File: src/rtl/core/aspc_pkg.sv
`default_nettype none
package aspc_pkg;

    // register indexes of the configuration port
    localparam logic [1:0] CFG_MIN_GREEN = 2'd0;
    localparam logic [1:0] CFG_MAX_GREEN = 2'd1;
    localparam logic [1:0] CFG_SAT_FLOW  = 2'd2;

    localparam logic [7:0]  MIN_GREEN_RST = 8'd10;
    localparam logic [7:0]  MAX_GREEN_RST = 8'd45;
    localparam logic [12:0] SAT_FLOW_RST  = 13'd1800;

    // flow carry is kept in 1/3600 of a vehicle
    localparam logic [13:0] FLOW_UNIT  = 14'd3600;
    localparam logic [13:0] FLOW_UNIT2 = 14'd7200;
    localparam logic [13:0] FLOW_UNIT3 = 14'd10800;

    // score = queue * (SCORE_BASE + 2 * waited)
    localparam logic [17:0] SCORE_BASE = 18'd25;

    localparam logic [2:0] DIV_MSB = 3'd7;

    typedef enum logic [3:0] {
        S_IDLE,
        S_DECODE,
        S_ARRIVE,
        S_SCAN_MUL,
        S_SCAN_CMP,
        S_GRANT,
        S_DIV_CHECK,
        S_DIV,
        S_CLAMP,
        S_SERVE,
        S_FINISH
    } t_state;

    typedef struct packed {
        logic load;
        logic decode;
        logic arrive;
        logic scan_mul;
        logic scan_cmp;
        logic grant;
        logic div_check;
        logic div_step;
        logic clamp;
        logic serve;
        logic emit;
    } t_cmd;

    typedef struct packed {
        logic is_tick;
        logic remaining_zero;
        logic scan_last;
        logic div_last;
        logic out_free;
    } t_status;

endpackage
`default_nettype wire

File: src/rtl/core/aspc_ctrl.sv
`default_nettype none
module aspc_ctrl
    import aspc_pkg::*;
(
    input  wire logic    i_clk,
    input  wire logic    i_rst_n,
    input  wire logic    i_in_valid,
    output logic         o_in_ready,
    input  wire t_status i_status,
    output t_cmd         o_cmd
);

    t_state r_state;
    t_state n_state;

    always_ff @(posedge i_clk) begin
        if (!i_rst_n) begin
            r_state <= S_IDLE;
        end else begin
            r_state <= n_state;
        end
    end

    always_comb begin
        n_state = r_state;
        unique case (r_state)
            S_IDLE: begin
                if (i_in_valid) begin
                    n_state = S_DECODE;
                end
            end
            S_DECODE: begin
                if (!i_status.is_tick) begin
                    n_state = S_ARRIVE;
                end else if (i_status.remaining_zero) begin
                    n_state = S_SCAN_MUL;
                end else begin
                    n_state = S_SERVE;
                end
            end
            S_ARRIVE:    n_state = S_FINISH;
            S_SCAN_MUL:  n_state = S_SCAN_CMP;
            S_SCAN_CMP: begin
                n_state = i_status.scan_last ? S_GRANT : S_SCAN_MUL;
            end
            S_GRANT:     n_state = S_DIV_CHECK;
            S_DIV_CHECK: n_state = S_DIV;
            S_DIV: begin
                if (i_status.div_last) begin
                    n_state = S_CLAMP;
                end
            end
            S_CLAMP:     n_state = S_SERVE;
            S_SERVE:     n_state = S_FINISH;
            S_FINISH: begin
                if (i_status.out_free) begin
                    n_state = S_IDLE;
                end
            end
            default:     n_state = S_IDLE;
        endcase
    end

    always_comb begin
        o_cmd      = '0;
        o_in_ready = 1'b0;
        unique case (r_state)
            S_IDLE: begin
                o_in_ready = 1'b1;
                o_cmd.load = i_in_valid;
            end
            S_DECODE:    o_cmd.decode    = 1'b1;
            S_ARRIVE:    o_cmd.arrive    = 1'b1;
            S_SCAN_MUL:  o_cmd.scan_mul  = 1'b1;
            S_SCAN_CMP:  o_cmd.scan_cmp  = 1'b1;
            S_GRANT:     o_cmd.grant     = 1'b1;
            S_DIV_CHECK: o_cmd.div_check = 1'b1;
            S_DIV:       o_cmd.div_step  = 1'b1;
            S_CLAMP:     o_cmd.clamp     = 1'b1;
            S_SERVE:     o_cmd.serve     = 1'b1;
            S_FINISH:    o_cmd.emit      = i_status.out_free;
            default:     o_cmd           = '0;
        endcase
    end

endmodule
`default_nettype wire

File: src/rtl/core/aspc_dp.sv
`default_nettype none
module aspc_dp
    import aspc_pkg::*;
#(
    parameter int NUM_LANES = 4,
    parameter int QUEUE_MAX = 1023
) (
    input  wire logic        i_clk,
    input  wire logic        i_rst_n,
    input  wire t_cmd        i_cmd,
    output t_status          o_status,
    input  wire logic        i_req_type,
    input  wire logic [1:0]  i_lane_sel,
    input  wire logic        i_cfg_write,
    input  wire logic [1:0]  i_cfg_index,
    input  wire logic [12:0] i_cfg_data,
    input  wire logic        i_out_ready,
    output logic             o_out_valid,
    output logic [1:0]       o_green_lane,
    output logic             o_new_cycle,
    output logic [7:0]       o_granted_sec,
    output logic [7:0]       o_seconds_left,
    output logic [1:0]       o_vehicles_cleared,
    output logic [9:0]       o_green_queue,
    output logic             o_arrival_dropped
);

    localparam int LW = $clog2(NUM_LANES);
    localparam int QW = $clog2(QUEUE_MAX + 1);
    localparam int PW = QW + 18;
    localparam int RW = QW + 21;

    // configuration
    logic [7:0]  r_min_green;
    logic [7:0]  r_max_green;
    logic [12:0] r_sat_flow;

    // architectural state
    logic [QW-1:0] r_queue [NUM_LANES];
    logic [15:0]   r_last  [NUM_LANES];
    logic [15:0]   r_cycle;
    logic [LW-1:0] r_active;
    logic [7:0]    r_remaining;
    logic [7:0]    r_granted;
    logic [12:0]   r_carry;

    // per item working registers
    logic          r_req;
    logic          r_sel_bad;
    logic [LW-1:0] r_addr;
    logic          r_opened;
    logic [1:0]    r_cleared;
    logic          r_dropped;
    logic [PW-1:0] r_prod;
    logic [PW-1:0] r_best;
    logic [LW-1:0] r_best_lane;
    logic [RW-1:0] r_rem;
    logic [RW-1:0] r_div;
    logic [7:0]    r_quo;
    logic [2:0]    r_bit;
    logic          r_sat;
    logic          r_out_valid;

    logic [QW-1:0] q_rd;
    logic [15:0]   waited;
    logic [17:0]   factor;
    logic [12:0]   flow1;
    logic          queue_full;
    logic          better;
    logic [8:0]    q9;
    logic [7:0]    clamped;
    logic [13:0]   carry_sum;
    logic [1:0]    whole;
    logic [13:0]   carry_sub;
    logic [1:0]    cleared;
    logic          serving;

    assign q_rd       = r_queue[r_addr];
    assign waited     = r_cycle - r_last[r_addr];
    assign factor     = SCORE_BASE + {1'b0, waited, 1'b0};
    assign flow1      = (r_sat_flow == '0) ? 13'd1 : r_sat_flow;
    assign queue_full = (q_rd >= QW'(QUEUE_MAX));
    assign better     = (r_prod > r_best);
    assign serving    = i_cmd.serve && (r_remaining != '0);
    assign o_out_valid = r_out_valid;

    always_comb begin
        q9 = r_sat ? 9'd256 : {1'b0, r_quo};
        if (q9 < {1'b0, r_min_green}) begin
            clamped = r_min_green;
        end else if (q9 > {1'b0, r_max_green}) begin
            clamped = r_max_green;
        end else begin
            clamped = q9[7:0];
        end
    end

    // whole vehicles in the carry after one green second
    always_comb begin
        carry_sum = {1'b0, r_carry} + {1'b0, r_sat_flow};
        if (carry_sum >= FLOW_UNIT3) begin
            whole     = 2'd3;
            carry_sub = FLOW_UNIT3;
        end else if (carry_sum >= FLOW_UNIT2) begin
            whole     = 2'd2;
            carry_sub = FLOW_UNIT2;
        end else if (carry_sum >= FLOW_UNIT) begin
            whole     = 2'd1;
            carry_sub = FLOW_UNIT;
        end else begin
            whole     = 2'd0;
            carry_sub = '0;
        end
        cleared = (QW'(whole) < q_rd) ? whole : 2'(q_rd);
    end

    always_ff @(posedge i_clk) begin
        if (!i_rst_n) begin
            r_min_green <= MIN_GREEN_RST;
            r_max_green <= MAX_GREEN_RST;
            r_sat_flow  <= SAT_FLOW_RST;
        end else if (i_cfg_write) begin
            unique case (i_cfg_index)
                CFG_MIN_GREEN: r_min_green <= i_cfg_data[7:0];
                CFG_MAX_GREEN: r_max_green <= i_cfg_data[7:0];
                CFG_SAT_FLOW:  r_sat_flow  <= i_cfg_data;
                default: ;
            endcase
        end
    end

    always_ff @(posedge i_clk) begin
        if (!i_rst_n) begin
            for (int i = 0; i < NUM_LANES; i++) begin
                r_queue[i] <= '0;
                r_last[i]  <= '0;
            end
        end else begin
            if (i_cmd.arrive && !r_sel_bad && !queue_full) begin
                r_queue[r_addr] <= q_rd + QW'(1);
            end else if (serving) begin
                r_queue[r_addr] <= q_rd - QW'(cleared);
            end
            if (i_cmd.grant) begin
                r_last[r_addr] <= r_cycle + 16'd1;
            end
        end
    end

    always_ff @(posedge i_clk) begin
        if (!i_rst_n) begin
            r_cycle     <= '0;
            r_active    <= '0;
            r_remaining <= '0;
            r_granted   <= '0;
            r_carry     <= '0;
            r_addr      <= '0;
            r_bit       <= '0;
            r_out_valid <= 1'b0;
        end else begin
            if (i_cmd.load) begin
                r_addr <= (i_lane_sel >= NUM_LANES) ? '0 : LW'(i_lane_sel);
            end
            // arrivals keep the lane address until the queue is updated
            if (i_cmd.decode && r_req) begin
                r_addr <= (r_remaining == '0) ? '0 : r_active;
            end
            if (i_cmd.arrive) begin
                r_addr <= r_active;
            end
            if (i_cmd.scan_cmp) begin
                if (r_addr == LW'(NUM_LANES - 1)) begin
                    r_addr <= better ? r_addr : r_best_lane;
                end else begin
                    r_addr <= r_addr + LW'(1);
                end
            end
            if (i_cmd.grant) begin
                r_active <= r_addr;
                r_cycle  <= r_cycle + 16'd1;
                r_carry  <= '0;
                r_bit    <= DIV_MSB;
            end
            if (i_cmd.div_step) begin
                r_bit <= r_bit - 3'd1;
            end
            if (i_cmd.clamp) begin
                r_granted   <= clamped;
                r_remaining <= clamped;
            end
            if (serving) begin
                r_carry     <= 13'(carry_sum - carry_sub);
                r_remaining <= r_remaining - 8'd1;
            end
            if (i_cmd.emit) begin
                r_out_valid <= 1'b1;
            end else if (i_out_ready) begin
                r_out_valid <= 1'b0;
            end
        end
    end

    // item working registers and result word
    always_ff @(posedge i_clk) begin
        if (i_cmd.load) begin
            r_req     <= i_req_type;
            r_sel_bad <= (i_lane_sel >= NUM_LANES);
            r_opened  <= 1'b0;
            r_cleared <= '0;
            r_dropped <= 1'b0;
        end
        if (i_cmd.decode) begin
            r_best      <= '0;
            r_best_lane <= '0;
        end
        if (i_cmd.arrive) begin
            r_dropped <= r_sel_bad || queue_full;
        end
        if (i_cmd.scan_mul) begin
            r_prod <= PW'(q_rd) * PW'(factor);
        end
        if (i_cmd.scan_cmp && better) begin
            r_best      <= r_prod;
            r_best_lane <= r_addr;
        end
        if (i_cmd.grant) begin
            r_opened <= 1'b1;
            r_rem    <= RW'(q_rd) * RW'(FLOW_UNIT);
            r_div    <= RW'(flow1) << DIV_MSB;
            r_quo    <= '0;
        end
        if (i_cmd.div_check) begin
            r_sat <= (r_rem >= (RW'(flow1) << 8));
        end
        if (i_cmd.div_step) begin
            if (r_rem >= r_div) begin
                r_rem        <= r_rem - r_div;
                r_quo[r_bit] <= 1'b1;
            end
            r_div <= r_div >> 1;
        end
        if (serving) begin
            r_cleared <= cleared;
        end
        if (i_cmd.emit) begin
            o_green_lane       <= 2'(r_active);
            o_new_cycle        <= r_opened;
            o_granted_sec      <= r_granted;
            o_seconds_left     <= r_remaining;
            o_vehicles_cleared <= r_cleared;
            o_green_queue      <= 10'(q_rd);
            o_arrival_dropped  <= r_dropped;
        end
    end

    always_comb begin
        o_status.is_tick        = r_req;
        o_status.remaining_zero = (r_remaining == '0);
        o_status.scan_last      = (r_addr == LW'(NUM_LANES - 1));
        o_status.div_last       = (r_bit == '0);
        o_status.out_free       = !r_out_valid || i_out_ready;
    end

endmodule
`default_nettype wire

File: src/rtl/core/adaptive_signal_phase_controller.sv
`default_nettype none
// Adaptive signal phase controller. Each input word is either a vehicle arrival for
// one lane or a one-second tick; each gives exactly one result word. Arrivals and
// ticks inside a running green phase go through decode and then the arrive or serve
// state. A tick that opens a new phase first scans the lanes, multiplying and then
// comparing each lane's score in turn, and gets its green time from an 8-step
// restoring divider. One word is in work at a time; the input is taken again as
// soon as the result sits in the output register, even if that result has not yet
// been taken downstream. Configuration writes are always ready.
module adaptive_signal_phase_controller
    import aspc_pkg::*;
#(
    parameter int NUM_LANES = 4,
    parameter int QUEUE_MAX = 1023
) (
    input  wire logic        i_clk,
    input  wire logic        i_rst_n,
    input  wire logic        i_in_valid,
    output logic             o_in_ready,
    input  wire logic        i_req_type,
    input  wire logic [1:0]  i_lane_sel,
    output logic             o_out_valid,
    input  wire logic        i_out_ready,
    output logic [1:0]       o_green_lane,
    output logic             o_new_cycle,
    output logic [7:0]       o_granted_sec,
    output logic [7:0]       o_seconds_left,
    output logic [1:0]       o_vehicles_cleared,
    output logic [9:0]       o_green_queue,
    output logic             o_arrival_dropped,
    input  wire logic        i_cfg_valid,
    output logic             o_cfg_ready,
    input  wire logic [1:0]  i_cfg_index,
    input  wire logic [12:0] i_cfg_data
);

    t_cmd    cmd;
    t_status status;

    assign o_cfg_ready = 1'b1;

    aspc_ctrl u_ctrl (
        .i_clk      (i_clk),
        .i_rst_n    (i_rst_n),
        .i_in_valid (i_in_valid),
        .o_in_ready (o_in_ready),
        .i_status   (status),
        .o_cmd      (cmd)
    );

    aspc_dp #(
        .NUM_LANES (NUM_LANES),
        .QUEUE_MAX (QUEUE_MAX)
    ) u_dp (
        .i_clk              (i_clk),
        .i_rst_n            (i_rst_n),
        .i_cmd              (cmd),
        .o_status           (status),
        .i_req_type         (i_req_type),
        .i_lane_sel         (i_lane_sel),
        .i_cfg_write        (i_cfg_valid),
        .i_cfg_index        (i_cfg_index),
        .i_cfg_data         (i_cfg_data),
        .i_out_ready        (i_out_ready),
        .o_out_valid        (o_out_valid),
        .o_green_lane       (o_green_lane),
        .o_new_cycle        (o_new_cycle),
        .o_granted_sec      (o_granted_sec),
        .o_seconds_left     (o_seconds_left),
        .o_vehicles_cleared (o_vehicles_cleared),
        .o_green_queue      (o_green_queue),
        .o_arrival_dropped  (o_arrival_dropped)
    );

endmodule
`default_nettype wire
File: config.mk
export PLATFORM = sky130hd
export DESIGN_NAME = adaptive_signal_phase_controller
export DESIGN_NICKNAME = d
export VERILOG_FILES = /design/src/rtl/core/aspc_pkg.sv /design/src/rtl/core/aspc_ctrl.sv /design/src/rtl/core/aspc_dp.sv /design/src/rtl/core/adaptive_signal_phase_controller.sv
export SDC_FILE = /design/constraint.sdc
export NUM_CORES = 1
export LEC_CHECK = 0
export ABC_CLOCK_PERIOD_IN_PS = 13690
export BUFFER_PORTS_ARGS = -buffer_cell sky130_fd_sc_hd__buf_4
export CORE_UTILIZATION = 40
export CTS_BUF_LIST = sky130_fd_sc_hd__clkbuf_4 sky130_fd_sc_hd__clkbuf_8 sky130_fd_sc_hd__clkbuf_16
export DETAILED_ROUTE_END_ITERATION = 8
export SYNTH_ARGS = -nofsm -noshare
export SYNTH_HDL_FRONTEND = slang
export SYNTH_SLANG_ARGS = --single-unit
File: constraint.sdc
create_clock -name i_clk -period 13.69 [get_ports i_clk]
set_clock_uncertainty 0.1 [all_clocks]
set_input_delay 0 -clock i_clk [delete_from_list [all_inputs] [get_ports i_clk]]
set_output_delay 0 -clock i_clk [all_outputs]
set_load 0.02 [all_outputs]
==> results of run 1 <==
## worst max path at each step
| stage | startpoint | end | cells after the start |
|---|---|---|---|
| 2_1_floorplan | flop | u_dp.r_prod[27] | 35 |
| 3_3_place_gp | flop | u_dp.r_prod[27] | 33 |
| 3_5_place_dp | flop | u_dp.r_prod[27] | 31 |
| 4_1_cts | flop | u_dp.r_prod[27] | 31 |
| 5_1_grt | flop | u_dp.r_prod[27] | 31 |
| 6_report | flop | u_dp.r_prod[24] | 30 |
## kinds of logic after synthesis
family          count (synthesis)  share of synthesized area
fa+ha+maj                     384                     0.2337
xor+xnor                      117                    0.04074
other cells                     1                  0.0001491
buf+inv                       368                    0.05522
mux                            57                    0.03253
flops                         347                     0.3633
compound gates                467                     0.1225
simple gates                  824                     0.1518
## sequential cells by signal, indices dropped and copies added, names as in the netlist, 13 cells and up, named ones only
name / count
u_dp.r_best: 28
u_dp.r_carry: 13
u_dp.r_cycle: 16
u_dp.r_div: 20
u_dp.r_last: 64
u_dp.r_prod: 28
u_dp.r_queue: 40
u_dp.r_rem: 31
u_dp.r_sat_flow: 13
## stage by stage
step / cells / instance area (µm²) / hold WS (ns) / setup slack [ns]
after global routing: 3512 / 28390 / 0.03660 / 3.178
after floorplan: 2565 / 25150 / -0.001131 / 4.166
final: 3512 / 28390 / 0.01814 / 3.950
after CTS: 3512 / 28390 / 0.01891 / 3.896
after global placement: 3399 / 26530 / 0.07844 / 4.113
after detailed placement: 3399 / 26530 / 0.08128 / 3.913
## cell type report
type / count / area, µm² / share of cell area
multi-input cells: 1850 / 14660 / 0.5163
flip-flops and latches: 347 / 9140 / 0.3219
clock buffers: 48 / 1139 / 0.04011
inverters: 280 / 1051 / 0.03702
well taps: 837 / 1047 / 0.03689
repair buffers: 122 / 1008 / 0.03552
clock inverters: 28 / 347.8 / 0.01225
## per-layer routing
metal	GRT usage	vias up	wire, µm
met4	0.05091	0	1282
met2	0.3449	496	30460
li1	-	9051	-
met1	0.2672	9336	28660
met3	0.03069	95	3530
met5	0	-	0
## critical path: cells and delay by family (launching register included)
kind	cells	cell delay (ns)
AOI/OAI and AO/OA	9	1.77
buffers and inverters	5	0.45
xor gates and xnor gates	2	1.18
adders and majority gates	9	3.60
DFF	1	0.97
muxes	1	0.60
and+or+nand+nor	4	0.84
## what timing repair did
item / 4_1_cts / 5_1_grt
hold endpoints to repair: 47 / 0
hold buffers: 37 / 0
setup endpoints to repair: 0 / 0
## cell usage after synthesis, types with 13 or more instances
cell | count | area, µm²
o211ai_1 | 32 | 240.2
inv_1 | 279 | 1047
nand3_1 | 50 | 250.2
a31oi_1 | 15 | 93.84
o21bai_1 | 14 | 105.1
edfxtp_1 | 219 | 6576
nor4_1 | 14 | 87.58
nand2b_1 | 47 | 294.0
a21oi_1 | 123 | 615.6
nor2_1 | 300 | 1126
a211oi_1 | 18 | 135.1
fa_1 | 143 | 2863
dfxtp_1 | 128 | 2562
mux2i_1 | 30 | 300.3
buf_1 | 13 | 48.80
o21ai_0 | 88 | 440.4
xor2_1 | 57 | 499.2
nand4_1 | 21 | 131.4
nor3_1 | 36 | 180.2
mux4_2 | 19 | 427.9
clkbuf_1 | 71 | 266.5
nor2b_1 | 26 | 162.7
and3_1 | 42 | 262.8
xnor2_1 | 60 | 525.5
nand2_1 | 213 | 799.5
o21a_1 | 26 | 195.2
a21o_1 | 60 | 450.4
ha_1 | 241 | 3015
or3_1 | 19 | 118.9
and2_1 | 17 | 106.4
==> impl_metrics.env, run 1 <==
export IMPL_hold_depth=4
export IMPL_clk_path_buf_depth=3
export IMPL_nets=3049
export IMPL_cp_slowest_cell="dfxtp_2"
export IMPL_routabilityCongestion=0.8897
export IMPL_fin_setup_tns_ns=0
export IMPL_grt_pass1_wl_um=102700
export IMPL_final_util=0.4583
export IMPL_synth_nets=2972
export IMPL_grt_usage=0.2022
export IMPL_cp_arrival_ns=10.01
export IMPL_cts_sinks=347
export IMPL_cp_common_cell="fa_1"
export IMPL_setup_viol=0
export IMPL_cp_required_ns=13.96
export IMPL_initial_core_util=0.4061
export IMPL_io_pins=58
export IMPL_syn_to_final_growth_pct=12.87
export IMPL_hpwl_um=47120
export IMPL_io_buffers=56
export IMPL_cts_max_level=2
export IMPL_cts_resized=0
export IMPL_overflow=0
export IMPL_start_kind="flop"
export IMPL_slew_headroom=0.1874
export IMPL_drt_initial_drc_count=1164
export IMPL_path_clk_slew_ns=0.07
export IMPL_min_from="i_lane_sel[1]"
export IMPL_nFillCells=5874
export IMPL_viasPerCell=5.404
export IMPL_placeableCoreArea_um2=61940
export IMPL_yosysWarnings=0
export IMPL_worst_pin_slew_ns=1.217
export IMPL_grt_max_degree=57
export IMPL_numCtsBuffers=41
export IMPL_antenna_found_initial=0
export IMPL_first_global_vias=19211
export IMPL_syn_inst=2565
export IMPL_drc=0
export IMPL_synth_edff_count=219
export IMPL_synthFlopType="edfxtp_1"
export IMPL_r2r_slack_ns=3.95
export IMPL_ys_seq_elements=347
export IMPL_cp_end_kind="flop"
export IMPL_vias=18978
export IMPL_hold_violations=0
export IMPL_worst_path_max_fanout=33
export IMPL_ys_types=84
export IMPL_rsz0062_at_grt="no"
export IMPL_die_h_um=252.8
export IMPL_layout_common_cells="nor2_1 (297), inv_1 (278), ha_1 (241), edfxtp_1 (219), nand2_1 (212)"
export IMPL_slew_violations=0
export IMPL_clock_latency_ns=0.58
export IMPL_cap_viol_max_count=0
export IMPL_netlist_area_um2=25150
export IMPL_hold_path_class="in2reg"
export IMPL_die_x_um=252.8
export IMPL_cts_tree="built"
export IMPL_synthArstFlopShare=0
export IMPL_yosysSeqAreaShare=0.3633
export IMPL_die_area_um2=63890
export IMPL_wl_per_cell_um=18.20
export IMPL_crit_type="reg2reg"
export IMPL_root_buffer="clkbuf_16"
export IMPL_cts_setup_buffers=0
export IMPL_min_period_ns=9.740
export IMPL_final_antenna_net_count=0
export IMPL_r2r_end="u_dp.r_prod[24]"
export IMPL_core_rowCount=91
export IMPL_synth_area_per_cell_um2=9.806
export IMPL_fin_crit_sh=0.7115
export IMPL_status="completed"
export IMPL_drive_gt1_frac=0.08224
export IMPL_n_antenna_cell=0
export IMPL_first_pass_iters=5
export IMPL_reg2reg_depth=30
export IMPL_final_common_cell="nor2_1"
export IMPL_drt_total_wl_um=63930
export IMPL_fmax_ghz=0.1027
export IMPL_max_stage_delay_ns=0.97
Power of run 1 is not shown: default switching activity piles up to over one toggle a cycle in this logic, so the estimate is an artifact.
==> run 2: changes to the inputs <==
ABC_CLOCK_PERIOD_IN_PS = 10000   (was 13690)
clock period = 10 ns   (was 13.69 ns; I/O delays follow)
==> run 2 against run 1 <==
Maximum frequency up 7.0%. Critical endpoint is now u_dp.r_prod[26]. Wire length decreased by 0.31%. First-iteration DRC count grew 5.8%. Cell count rose by 0.48%. Register-to-register slack got worse by 3.1 ns.
==> impl_metrics.env, run 2 (synthesized netlist as in run 1, its figures left out) <==
export IMPL_cp_arrival_ns=9.33
export IMPL_max_stage_delay_ns=0.72
export IMPL_first_global_vias=19191
export IMPL_wl_per_cell_um=18.06
export IMPL_crit_type="reg2reg"
export IMPL_drt_total_wl_um=63740
export IMPL_setup_viol=0
export IMPL_hold_path_class="in2reg"
export IMPL_drc=0
export IMPL_slew_violations=0
export IMPL_final_antenna_net_count=0
export IMPL_cp_slowest_cell="dfxtp_2"
export IMPL_first_pass_iters=5
export IMPL_initial_core_util=0.4061
export IMPL_start_kind="flop"
export IMPL_drt_initial_drc_count=1231
export IMPL_die_x_um=252.8
export IMPL_nets=3065
export IMPL_cp_common_cell="fa_1"
export IMPL_antenna_found_initial=2
export IMPL_final_common_cell="nor2_1"
export IMPL_hold_violations=0
export IMPL_die_area_um2=63890
export IMPL_worst_path_max_fanout=17
export IMPL_grt_max_degree=57
export IMPL_cp_end_kind="flop"
export IMPL_cp_required_ns=10.22
export IMPL_vias=18959
export IMPL_cts_max_level=2
export IMPL_io_pins=58
export IMPL_n_antenna_cell=0
export IMPL_crit_family="adder cells"
export IMPL_path_clk_slew_ns=0.05
export IMPL_drive_gt1_frac=0.08692
export IMPL_setup_slack_ns=0.8935
export IMPL_clock_latency_ns=0.61
export IMPL_top_register="u_dp.r_last"
export IMPL_status="completed"
export IMPL_fin_setup_tns_ns=0
export IMPL_min_period_ns=9.107
export IMPL_root_buffer="clkbuf_16"
export IMPL_grt_usage=0.2021
export IMPL_largest_reg_flops=64
export IMPL_cts_sinks=347
export IMPL_clk_path_buf_depth=3
export IMPL_top_regs="u_dp.r_last: 64 flops, u_dp.r_queue: 40 flops, u_dp.r_rem: 31 flops"
export IMPL_cts_tree="built"
export IMPL_grt_pass1_wl_um=102400
export IMPL_cts_setup_buffers=0
export IMPL_placeableCoreArea_um2=61940
export IMPL_fin_crit_sh=0.9107
export IMPL_viasPerCell=5.372
export IMPL_routabilityCongestion=0.8858
export IMPL_io_buffers=56
export IMPL_worst_pin_slew_ns=1.170
export IMPL_cap_viol_max_count=0
export IMPL_syn_to_final_growth_pct=13.44
export IMPL_preCtsSetupSlack_ns=0.8508
export IMPL_overflow=0
export IMPL_numCtsBuffers=42
export IMPL_slew_headroom=0.2179
export IMPL_rsz0062_at_grt="no"
export IMPL_fmax_ghz=0.1098
export IMPL_die_h_um=252.8
export IMPL_hpwl_um=47260
export IMPL_layout_common_cells="nor2_1 (297), inv_1 (278), ha_1 (241), edfxtp_1 (219), nand2_1 (212)"
export IMPL_cp_num_buf_inv=5
export IMPL_core_rowCount=91
-- run 2: cell types whose count changed in the layout (fill, tap and decap cells not counted), moves of 3 or more --
cell	change
clkinvlp_4	-5
buf_4	+13
inv_4	+3
clkbuf_4	+5
-- run 2: metrics by stage --
step                utilization  hold slack (ns)  area [µm²]  std cells
floorplan                     -        -0.001131       25150       2565
global placement         0.4299          0.07848       26630       3412
detailed placement       0.4299          0.08009       26630       3412
CTS                      0.4607          0.06991       28530       3529
global route             0.4607          0.06412       28530       3529
finish                   0.4607          0.08440       28530       3529
-- run 2: routing by layer --
| layer | track usage | wire length (µm) | vias up |
|---|---|---|---|
| met2 | 0.3328 | 29660 | 475 |
| met4 | 0.05212 | 1438 | 2 |
| met5 | 0 | 13 | - |
| met3 | 0.03594 | 3854 | 93 |
| li1 | - | - | 9069 |
| met1 | 0.2733 | 28780 | 9320 |
-- run 2: layout make-up --
cell class / instances / area, µm²
multi-input cells: 1850 / 14650
flip-flops and latches: 347 / 9140
inverters: 280 / 1051
repair buffers: 137 / 1126
fillers: 5812 / 33410
clock buffers: 53 / 1199
well taps: 837 / 1047
clock inverters: 25 / 316.6
-- run 2: final timing paths --
kind                          start                     to  slack [ns]  cells past startpoint
setup reg to reg               flop        u_dp.r_prod[26]        0.89                     33
hold reg to reg   u_dp.r_granted[4]  u_dp.o_granted_sec[4]        0.34                      0
hold / removal        i_lane_sel[1]         u_dp.r_addr[1]        0.08                      4
setup / recovery               flop        u_dp.r_prod[26]        0.89                     33
-- run 2: worst min-delay path, cell delays in order --
cell     delay [ns]
buf_4          0.08
a221o_1        0.13
nand2_1        0.05
mux2i_1        0.37
-- run 2: repair_timing --
action | CTS | global route
hold buffers | 39 | 0
hold endpoints to repair | 50 | 0
gates resized for setup | 0 | 0
Power of run 2 is left out for the same reason.
